$ cat src/hdl/slcd_pkg.sv
// Package for the segment LCD character writer: command codes, glyph and
// position tables, pixel remap tables and the queue entry type.
// Depends on nothing.
package slcd_pkg;

   typedef enum logic [3:0] {
      CMD_CHAR      = 4'd0,
      CMD_SET_PIX   = 4'd1,
      CMD_CLR_PIX   = 4'd2,
      CMD_SET_IND   = 4'd3,
      CMD_CLR_IND   = 4'd4,
      CMD_CLR_INDS  = 4'd5,
      CMD_SET_COLON = 4'd6,
      CMD_CLR_COLON = 4'd7,
      CMD_ROW       = 4'd8,
      CMD_CLEAR     = 4'd9
   } cmd_type;

   localparam int unsigned GLYPH_POSITIONS = 10;
   localparam int unsigned NUM_COMS = 3;
   localparam int unsigned LOW_W = 32;
   localparam int unsigned HIGH_W = 12;
   localparam int unsigned LINE_W = LOW_W + HIGH_W;
   localparam int unsigned FIRST_PRINTABLE = 32;
   localparam int unsigned LAST_PRINTABLE = 126;
   localparam int unsigned MAX_GLASS_SEG = 23;
   localparam int unsigned NINTH_SEG = 15;
   localparam int unsigned NUM_IND = 5;
   localparam int unsigned QUEUE_DEPTH = 2;

   // One pixel operation: write enable mask and value per common, all lines.
   typedef struct packed {
      logic [NUM_COMS-1:0][LINE_W-1:0] mask;
      logic [NUM_COMS-1:0][LINE_W-1:0] value;
      logic [NUM_COMS-1:0]             row_write;
      logic                            clear_all;
      logic                            error;
      logic                            update;
   } op_type;

   function automatic logic [7:0] glyph_bits(input logic [6:0] idx);
      logic [7:0] g;
      unique case (idx)
         7'd0: g=8'h00; 7'd1: g=8'h60; 7'd2: g=8'h22; 7'd3: g=8'h63;
         7'd4: g=8'h2D; 7'd5: g=8'h00; 7'd6: g=8'h44; 7'd7: g=8'h20;
         7'd8: g=8'h39; 7'd9: g=8'h0F; 7'd10: g=8'hC0; 7'd11: g=8'h70;
         7'd12: g=8'h04; 7'd13: g=8'h40; 7'd14: g=8'h40; 7'd15: g=8'h12;
         7'd16: g=8'h3F; 7'd17: g=8'h06; 7'd18: g=8'h5B; 7'd19: g=8'h4F;
         7'd20: g=8'h66; 7'd21: g=8'h6D; 7'd22: g=8'h7D; 7'd23: g=8'h07;
         7'd24: g=8'h7F; 7'd25: g=8'h6F; 7'd26: g=8'h00; 7'd27: g=8'h00;
         7'd28: g=8'h58; 7'd29: g=8'h48; 7'd30: g=8'h4C; 7'd31: g=8'h53;
         7'd32: g=8'hFF; 7'd33: g=8'h77; 7'd34: g=8'h7F; 7'd35: g=8'h39;
         7'd36: g=8'h3F; 7'd37: g=8'h79; 7'd38: g=8'h71; 7'd39: g=8'h3D;
         7'd40: g=8'h76; 7'd41: g=8'h89; 7'd42: g=8'h0E; 7'd43: g=8'h75;
         7'd44: g=8'h38; 7'd45: g=8'hB7; 7'd46: g=8'h37; 7'd47: g=8'h3F;
         7'd48: g=8'h73; 7'd49: g=8'h67; 7'd50: g=8'hF7; 7'd51: g=8'h6D;
         7'd52: g=8'h81; 7'd53: g=8'h3E; 7'd54: g=8'h3E; 7'd55: g=8'hBE;
         7'd56: g=8'h7E; 7'd57: g=8'h6E; 7'd58: g=8'h1B; 7'd59: g=8'h39;
         7'd60: g=8'h24; 7'd61: g=8'h0F; 7'd62: g=8'h23; 7'd63: g=8'h08;
         7'd64: g=8'h02; 7'd65: g=8'h5F; 7'd66: g=8'h7C; 7'd67: g=8'h58;
         7'd68: g=8'h5E; 7'd69: g=8'h7B; 7'd70: g=8'h71; 7'd71: g=8'h6F;
         7'd72: g=8'h74; 7'd73: g=8'h10; 7'd74: g=8'h42; 7'd75: g=8'h75;
         7'd76: g=8'h30; 7'd77: g=8'hB7; 7'd78: g=8'h54; 7'd79: g=8'h5C;
         7'd80: g=8'h73; 7'd81: g=8'h67; 7'd82: g=8'h50; 7'd83: g=8'h6D;
         7'd84: g=8'h78; 7'd85: g=8'h62; 7'd86: g=8'h1C; 7'd87: g=8'hBE;
         7'd88: g=8'h7E; 7'd89: g=8'h6E; 7'd90: g=8'h1B; 7'd91: g=8'h16;
         7'd92: g=8'h36; 7'd93: g=8'h34; 7'd94: g=8'h01;
         default: g = 8'h00;
      endcase
      return g;
   endfunction

   // Byte i of a position map: common in bits 7:6, glass segment in 5:0.
   function automatic logic [63:0] pos_map(input logic [3:0] pos);
      logic [63:0] m;
      unique case (pos)
         4'd0: m = 64'h4e4f0e8e8f8d4d0d;
         4'd1: m = 64'h0c8c4c4c8b4b4b0b;
         4'd2: m = 64'hc049c00a49890949;
         4'd3: m = 64'hc048088886874707;
         4'd4: m = 64'hc053921252139352;
         4'd5: m = 64'hc054511415559594;
         4'd6: m = 64'hc057965616179716;
         4'd7: m = 64'hc041804000018a81;
         4'd8: m = 64'hc043420203048382;
         4'd9: m = 64'hc045440506468584;
         default: m = '1;
      endcase
      return m;
   endfunction

   function automatic logic [5:0] line_of_seg(input logic [4:0] seg);
      logic [5:0] l;
      unique case (seg)
         5'd0: l=6'd12; 5'd1: l=6'd24; 5'd2: l=6'd17; 5'd3: l=6'd40;
         5'd4: l=6'd41; 5'd5: l=6'd42; 5'd6: l=6'd7; 5'd7: l=6'd8;
         5'd8: l=6'd9; 5'd9: l=6'd6; 5'd10: l=6'd21; 5'd11: l=6'd11;
         5'd12: l=6'd10; 5'd13: l=6'd23; 5'd14: l=6'd22; 5'd15: l=6'd4;
         5'd16: l=6'd3; 5'd17: l=6'd5; 5'd18: l=6'd2; 5'd19: l=6'd18;
         5'd20: l=6'd19; 5'd21: l=6'd20; 5'd22: l=6'd0; 5'd23: l=6'd1;
         default: l = 6'd0;
      endcase
      return l;
   endfunction

   function automatic logic [1:0] ind_com(input logic [2:0] ind);
      logic [1:0] c;
      unique case (ind)
         3'd0, 3'd1: c = 2'd0;
         3'd2, 3'd3: c = 2'd2;
         3'd4:       c = 2'd1;
         default:    c = 2'd3;
      endcase
      return c;
   endfunction

   function automatic logic [5:0] ind_seg(input logic [2:0] ind);
      logic [5:0] s;
      unique case (ind)
         3'd0, 3'd2: s = 6'd17;
         3'd1, 3'd3: s = 6'd16;
         3'd4:       s = 6'd10;
         default:    s = 6'd63;
      endcase
      return s;
   endfunction

endpackage

$ cat src/hdl/slcd_back.sv
// Back end: holds the display RAM, applies queued operations and presents
// the whole RAM on a registered result stage. Depends on slcd_pkg.
module slcd_back (
   input  logic                      clock,
   input  logic                      reset,
   input  logic                      op_valid,
   output logic                      op_ready,
   input  slcd_pkg::op_type          op,
   input  logic [slcd_pkg::LINE_W-1:0] row,
   output logic                      out_valid,
   input  logic                      out_ready,
   output logic [slcd_pkg::NUM_COMS-1:0][slcd_pkg::LINE_W-1:0] ram,
   output logic                      error,
   output logic                      update
);

   logic [slcd_pkg::NUM_COMS-1:0][slcd_pkg::LINE_W-1:0] ram_ff, ram_in;
   logic valid_ff, valid_in;
   logic err_ff, err_in, upd_ff, upd_in;

   // The result register takes a new op whenever it is empty or drained.
   assign op_ready = !valid_ff || out_ready;

   always_comb begin
      ram_in = ram_ff;
      valid_in = valid_ff && !out_ready;
      err_in = err_ff;
      upd_in = upd_ff;
      if (op_valid && op_ready) begin
         valid_in = 1'b1;
         err_in = op.error;
         upd_in = op.update;
         for (int c = 0; c < slcd_pkg::NUM_COMS; c++) begin
            if (op.clear_all) ram_in[c] = '0;
            else if (op.row_write[c]) ram_in[c] = row;
            else ram_in[c] = (ram_ff[c] & ~op.mask[c]) | (op.value[c] & op.mask[c]);
         end
      end
   end

   always_ff @(posedge clock) begin
      if (reset) begin
         ram_ff <= '0;
         valid_ff <= 1'b0;
         err_ff <= 1'b0;
         upd_ff <= 1'b0;
      end else begin
         ram_ff <= ram_in;
         valid_ff <= valid_in;
         err_ff <= err_in;
         upd_ff <= upd_in;
      end
   end

   assign out_valid = valid_ff;
   assign ram = ram_ff;
   assign error = err_ff;
   assign update = upd_ff;

endmodule

$ cat config.mk
export PLATFORM = sky130hd
export DESIGN_NAME = slcd_back
export DESIGN_NICKNAME = d
export VERILOG_FILES = /design/src/hdl/slcd_pkg.sv /design/src/hdl/slcd_back.sv
export SDC_FILE = /design/constraint.sdc
export NUM_CORES = 1
export LEC_CHECK = 0
export ABC_AREA = 1
export BUFFER_PORTS_ARGS = -buffer_cell sky130_fd_sc_hd__buf_2
export CORE_AREA = 2 2 178 180
export DETAILED_ROUTE_END_ITERATION = 6
export DIE_AREA = 0 0 180 182
export GPL_ROUTABILITY_DRIVEN = 0
export MAX_ROUTING_LAYER = met4
export PLACE_DENSITY_LB_ADDON = 0.12
export SLEW_MARGIN = 0
export SYNTH_ARGS = -nofsm -noshare
export SYNTH_HDL_FRONTEND = slang
export SYNTH_SLANG_ARGS = --single-unit
$ cat constraint.sdc
create_clock -name clock -period 1.4 [get_ports clock]
set_input_delay 0.21 -clock clock [delete_from_list [all_inputs] [get_ports clock]]
set_output_delay 0.21 -clock clock [all_outputs]
set_load 0.02 [all_outputs]
Word level (Yosys, flattened, before mapping)
Cells that the tools add are included.
{"block": "classes", "n_lt_le_gt_ge": 0, "eq_ne": 0, "reduce_logical": 5, "n_bitwise": 12, "n_div": 0, "mux": 7, "mul": 0, "add_sub_neg": 0, "shifts": 0}
{"operator": "AND 44 bit", "count": 6}
{"operator": "2-to-1 mux 44 bit", "count": 6}
{"operator": "NOT 44 bit", "count": 3}
{"operator": "bitwise OR 44 bit", "count": 3}
{"operator": "logical AND 1 bit", "count": 2}
{"operator": "zero test 1 bit", "count": 2}
{"operator": "logical OR 1 bit", "count": 1}
{"operator": "2-to-1 mux 1 bit", "count": 1}
{"block": "word_totals", "word_cells": 30, "memories": 0, "rom_bits": 0, "input_bits": 318, "out_inout_bits": 136, "ramBits": 0, "latch_bits": 0, "reg_bits": 135}

Longest topological paths before layout
Gate-level depths: netlist of run 1.
{"block": "depth", "word_depth": 5, "mapped_depth": 8, "mapped_depth_nobuf": 6}

Worst setup path before layout of run 1
OpenSTA, ideal clock, no wires.
{"block": "synth_timing", "kind": "reg2reg", "from": "register valid_ff, in the netlist out_valid", "to": "register ram_ff, in the netlist ram[0]", "path_buffers": 2, "period_less_slack_ns": 1.355, "t_required_ns": 1.330, "setup_slack_ns": 0.045, "path_stages_with_launch": 7, "setup_ns": 0.070, "arrival_time_ns": 1.284, "cell_sequence": "dfxtp_1 nand2_2 nand2_4 buf_2 buf_2 nand2_1 a21oi_1"}
{"block": "synth_via", "elab_chain_len": 3}
{"item": "from (decl)", "line_no": "slcd_back.sv:18", "text": "logic valid_ff, valid_in;"}
{"item": "from (signal assigned)", "line_no": "slcd_back.sv:49", "text": "valid_ff <= valid_in;"}
{"item": "zero test 1 bit", "line_no": "slcd_back.sv:22", "text": "assign op_ready = !valid_ff || out_ready;"}
{"item": "logical OR 1 bit", "line_no": "slcd_back.sv:22"}
{"item": "net op_ready", "line_no": "slcd_back.sv:7", "text": "output logic op_ready,"}
{"item": "logical AND 1 bit", "line_no": "slcd_back.sv:29", "text": "if (op_valid && op_ready) begin"}
{"item": "to (signal assigned)", "line_no": "slcd_back.sv:48", "text": "ram_ff <= ram_in;"}
{"item": "to (decl)", "line_no": "slcd_back.sv:17", "text": "logic [slcd_pkg::NUM_COMS-1:0][slcd_pkg::LINE_W-1:0] ram_ff, ram_in;"}
The timed path passes the listed nets, and every way through them passes these cells.
A chain may end at the register's enable or synchronous reset.

Worst setup path after layout of run 1
{"block": "layout_timing", "from": "register valid_ff, in the netlist out_valid", "to": "register ram_ff, in the netlist ram[124]"}
{"block": "layout_via", "elab_chain_len": 3}
{"item": "zero test 1 bit", "line_no": "slcd_back.sv:22"}
{"item": "logical OR 1 bit", "line_no": "slcd_back.sv:22"}
{"item": "logical AND 1 bit", "line_no": "slcd_back.sv:29"}
Every way passes these cells.

==> impl_metrics.tcl, run 1 <==
set metrics [dict create \
    fillers 3495 \
    drtPass1Iterations 5 \
    rsz0062_at_grt "true" \
    synth_top_cell_area_share 0.336 \
    final_nets 2440 \
    die_width_microns 180 \
    synth_fp_nets 1991 \
    htreeDepth 4 \
    fin_ws_ps 28.1 \
    yosysWarnings 0 \
    critPathMaxFanout 7 \
    clkLatencyLatePin_ps 420 \
    synth_top_cell_by_area "nand2_1" \
    cp.required_ps 1750 \
    viasPerCell 4.26 \
    clk_path_buf_depth 2 \
    hold_path.class "primary input to register" \
    totalWireLength_microns 37900 \
    postSynthAreaPerCell_sq_um 5.32 \
    port_buffers 453 \
    io_pins 454 \
    fmax_mhz 729 \
    fp.coreArea_sq_um 31000 \
    cts.sinks 135 \
    setup_viol 0 \
    netlist_area_sq_um 8890 \
    min_period_over_period 0.980 \
    pre_cts_ws_ps 93.5 \
    maxSlewViolCount 0 \
    start_util 0.287 \
    synthCells 1673 \
    die_area_sq_um 32800 \
    hpwl_microns 28300 \
    multi_input_comb_area_sq_um 4400 \
    ir_drop_mv 0.613 \
    place_area_sq_um 11800 \
    antenna_found_initial 8 \
    drtIter0Drc 538 \
    grt_max_degree 73 \
    fp.dieH_microns 182 \
    whs_ps 44.8 \
    overflow 0 \
    power.total_w 0.0109 \
    post-route-cell-area_sq_um 12700 \
    cp_data_arrival_time_ps 1720 \
    drive_gt1_frac 0.257 \
    drv_cap 0 \
    path_class "register to register" \
    cts.hold.buffers_added 0 \
    route.detailed.wl_per_inst_microns 14.9 \
    crit_path_end_kind "register" \
    finalClockSkew_ps 6.88 \
    final_antenna_net_count 0 \
    power_density_nw_per_um2 861 \
    slew_headroom 0.736 \
    hold_viol_final 0 \
    drc 0 \
    syn_to_final_growth_pct 42.9 \
    clkTransAtPathRegs_ps 70 \
    final_util 0.410 \
    regArea_sq_um 2700 \
    ys_types 13 \
    grt_pass1_wl_microns 55500 \
    cts-buffers-inserted 17 \
    grt_pass1_vias 10238 \
    synth_seq_area_share 0.304 \
    vias 10848 \
    cts_tree "yes" \
    cts-root-buf "clkbuf_16" \
    placementRows 65 \
    grt_usage 0.223 \
    synth_area_leaders "nand2_1 34%, dfxtp_1 30%, inv_1 17%, a21oi_1 7.6%, nand3_1 7.4%" \
    leakage_nw 7.53 \
    crit_path_start_kind "register" \
    status "complete, no violations" \
    reg2reg_slack_ps 30 \
    period_minus_slack_ps 1370 \
    tightestPinTransition_ps 396 \
    ys_seq_elements 135 \
]
## routing by layer
layer / GRT usage / vias up / routed length [microns]
li1: - / 5757 / -
met3: 0.0391 / 35 / 2060
met1: 0.259 / 4730 / 16200
met2: 0.391 / 326 / 18900
met4: 0.0680 / 0 / 673
met5: - / - / 0
## path summary, 6_finish.rpt
check,endpoint,start,cells past startpoint
worst max-delay path,ram[124],out_valid,8
worst min-delay path,error,op[1],3
worst max register to register,ram[124],out_valid,8
worst min register to register,ram[110],ram[110],2
## power breakdown
part	internal (W)	switching [W]
logic	0.00108	0.00151
registers	0.00399	0.000137
clock network	0.00233	0.00189
total	0.00740	0.00354
## layout make-up
type                       instances  area share
multi-input combinational       1066       0.346
timing repair buffer             500       0.239
sequential                       135       0.213
inverter                         402       0.119
tap                              402      0.0396
clock buffer                      20      0.0351
clock inverter                    12     0.00748
antenna                            8     0.00157
## per-stage QoR
step,TNS [ps],cells
final,0,2545
after global placement,0,2488
after floorplan,0,1673
after CTS,0,2520
after global routing,-602,2545
after detailed placement,0,2488
## cells in the final DEF, fill, tap and decap left out
cell | synthesis | layout
nand2_1 | 796 | 795
buf_2 | 27 | 452
inv_1 | 399 | 399
dfxtp_1 | 135 | 134
nand3_1 | 132 | 132
a21oi_1 | 135 | 124
clkbuf_16 | 0 | 25
buf_12 | 0 | 20
buf_4 | 9 | 17
a21oi_2 | 0 | 11
diode_2 | 0 | 8
clkinvlp_4 | 0 | 8
inv_6 | 0 | 4
inv_2 | 0 | 3
nand2_2 | 1 | 2
clkbuf_1 | 28 | 2
buf_6 | 0 | 2
nand2_4 | 1 | 1
nor2_4 | 1 | 1
clkbuf_8 | 0 | 1
dfxtp_2 | 0 | 1
buf_16 | 0 | 1
## critical path, stage by stage (launching register included)
cell and delay [ps]:
dfxtp_2 320, nand2_2 80, nand2_4 100, nor2_4 170, buf_12 150, buf_16 160, clkbuf_16 150, nand2_1 50
a21oi_1 110
## cell families after synthesis
family                 count (synthesis)  share of synthesized area
flip-flops                           135                      0.304
buffers and inverters                472                      0.207
AO/OA/AOI/OAI                        135                     0.0760
AND/OR/NAND/NOR                      931                      0.413
## state kept, by name, indices dropped and copies added, names as in the netlist
| name | count |
|---|---|
| error | 1 |
| ram | 132 |
| out_valid | 1 |
| update | 1 |
## synthesized netlist by cell type
| library cell | instances |
|---|---|
| nand3_1 | 132 |
| nor2_4 | 1 |
| clkinv_1 | 3 |
| clkbuf_1 | 28 |
| a21oi_1 | 135 |
| nand2_2 | 1 |
| inv_1 | 399 |
| buf_1 | 6 |
| nand2_4 | 1 |
| nand2_1 | 796 |
| buf_2 | 27 |
| dfxtp_1 | 135 |
| buf_4 | 9 |
## timing repair
item / in CTS / in global routing
setup buffers: 0 / 8
setup endpoints to repair: 0 / 26
endpoints found under the hold margin: 0 / 0
resized for setup: 0 / 15
No activity file was read; power rests on OpenSTA's default activity.
==> inputs of run 2 (changes only) <==
Clock period 1.4 ns to 1.75 ns, I/O delays scaled along.
==> run 2 against run 1 <==
Setup slack better by 360 ps. Flip-flop and latch count stayed put. Clock power is 15% lower. Critical endpoint is now ram[82]. Largest cell class unchanged. Highest routed layer unchanged.
==> impl_metrics.tcl, run 2 (synthesis results as in run 1) <==
set metrics [dict create \
    rsz0062_at_grt "false" \
    cts-resized-gates 0 \
    hold_start "op[1]" \
    setup_viol 0 \
    fillers 3533 \
    placed_cells 2482 \
    ir_drop_mv 0.569 \
    drtIter0Drc 515 \
    regArea_sq_um 2700 \
    clkTransAtPathRegs_ps 60 \
    hold_viol_final 0 \
    cts-buffers-inserted 17 \
    critPathMaxFanout 24 \
    drtPass1Iterations 4 \
    reg2reg_slack_ps 390 \
    htreeDepth 4 \
    cts.sinks 135 \
    cts.hold.buffers_added 0 \
    startpoint "out_valid" \
    viasPerCell 4.29 \
    cpPeakStageDelay_ps 320 \
    crit_path_start_kind "register" \
    drive_gt1_frac 0.243 \
    grt_pass1_wl_microns 55500 \
    clk_path_buf_depth 2 \
    place_area_sq_um 11700 \
    crit_path_end_kind "register" \
    overflow 0 \
    cts_tree "yes" \
    grt_max_degree 74 \
    cp.required_ps 2090 \
    fp.coreArea_sq_um 31000 \
    path_class "register to register" \
    status "complete, no violations" \
    hold_path.class "primary input to register" \
    cp_data_arrival_time_ps 1700 \
    largest_reg_flops 132 \
    post-route-cell-area_sq_um 12300 \
    finalClockSkew_ps 9.97 \
    route.detailed.wl_per_inst_microns 14.5 \
    min_period_over_period 0.776 \
    slowest_stage "dfxtp_1" \
    multi_input_comb_area_sq_um 4350 \
    start_util 0.287 \
    clkLatencyLatePin_ps 410 \
    totalWireLength_microns 36400 \
    stdcell_count 2519 \
    drc 0 \
    maxSlewViolCount 0 \
    placementRows 65 \
    port_buffers 453 \
    cts-root-buf "clkbuf_16" \
    post-cts-setup-buffers 0 \
    final_nets 2417 \
    final_util 0.396 \
    fp.dieH_microns 182 \
    syn_to_final_growth_pct 38.0 \
    crit_path_cell_trace "nand2_2, nand2_4, nor2_4, buf_12, buf_4, nand2_1, a21oi_1" \
    grt_usage 0.222 \
    antenna_found_initial 5 \
    final_antenna_net_count 0 \
    die_width_microns 180 \
    rr_startpoint "out_valid" \
    io_pins 454 \
    hpwl_microns 28300 \
    drv_cap 0 \
    tightestPinTransition_ps 409 \
    tns_ps 0 \
    fmax_mhz 736 \
    final_cell_mix "796 x nand2_1, 452 x buf_2, 399 x inv_1" \
    power_density_nw_per_um2 718 \
    final_common_cell "nand2_1" \
    leakage_nw 7.37 \
    slew_headroom 0.727 \
    period_minus_slack_ps 1360 \
    grt_pass1_vias 10205 \
    power.total_w 0.00881 \
    die_area_sq_um 32800 \
    vias 10799 \
]
==> run 2: cell types whose count changed in the layout (fill, tap and decap cells not counted), moves of 2 or more <==
cell,change
a21oi_1,+11
a21oi_2,-11
clkbuf_16,-8
buf_12,-7
clkinvlp_4,-6
buf_4,-5
clkinv_4,+3
diode_2,-3
buf_6,-2
bufinv_16,+2
clkinv_2,+2
==> run 2: final cells by class <==
type | instances | area share
multi-input combinational | 1066 | 0.355
sequential | 135 | 0.220
timing repair buffer | 477 | 0.213
inverter | 402 | 0.123
tap | 402 | 0.0410
clock buffer | 19 | 0.0353
clock inverter | 13 | 0.0119
antenna | 5 | 0.00102
==> run 2: worst paths after layout <==
path | depth (start not counted) | end
worst max-delay path | 7 | ram[82]
worst min-delay path | 3 | error
worst max register to register | 7 | ram[82]
worst min register to register | 2 | ram[122]
==> run 2: stage by stage <==
step,hold slack (ps),setup WS [ps]
after detailed placement,473,338
after global routing,105,257
after CTS,85.4,381
after floorplan,396,395
after global placement,468,377
final,110,392
==> run 2: critical path: cells and delay by family, from the launching register on <==
kind                   cells  cell delay [ps]
DFF                        1              320
AOI/OAI and AO/OA          1              120
buffers and inverters      2              460
and+or+nand+nor            4              380
==> run 2: where the power goes <==
part | internal, W | switching [W]
sequential | 0.00320 | 0.000111
clock | 0.00212 | 0.00147
combinational | 0.000762 | 0.00116
total | 0.00608 | 0.00274
==> run 2: routing by layer <==
layer  track usage  up-vias  wire, microns
met5             -        -              0
met4        0.0537        0            574
met3        0.0443       26           1950
met2         0.391      331          18000
met1         0.260     4734          15800
li1              -     5708              -
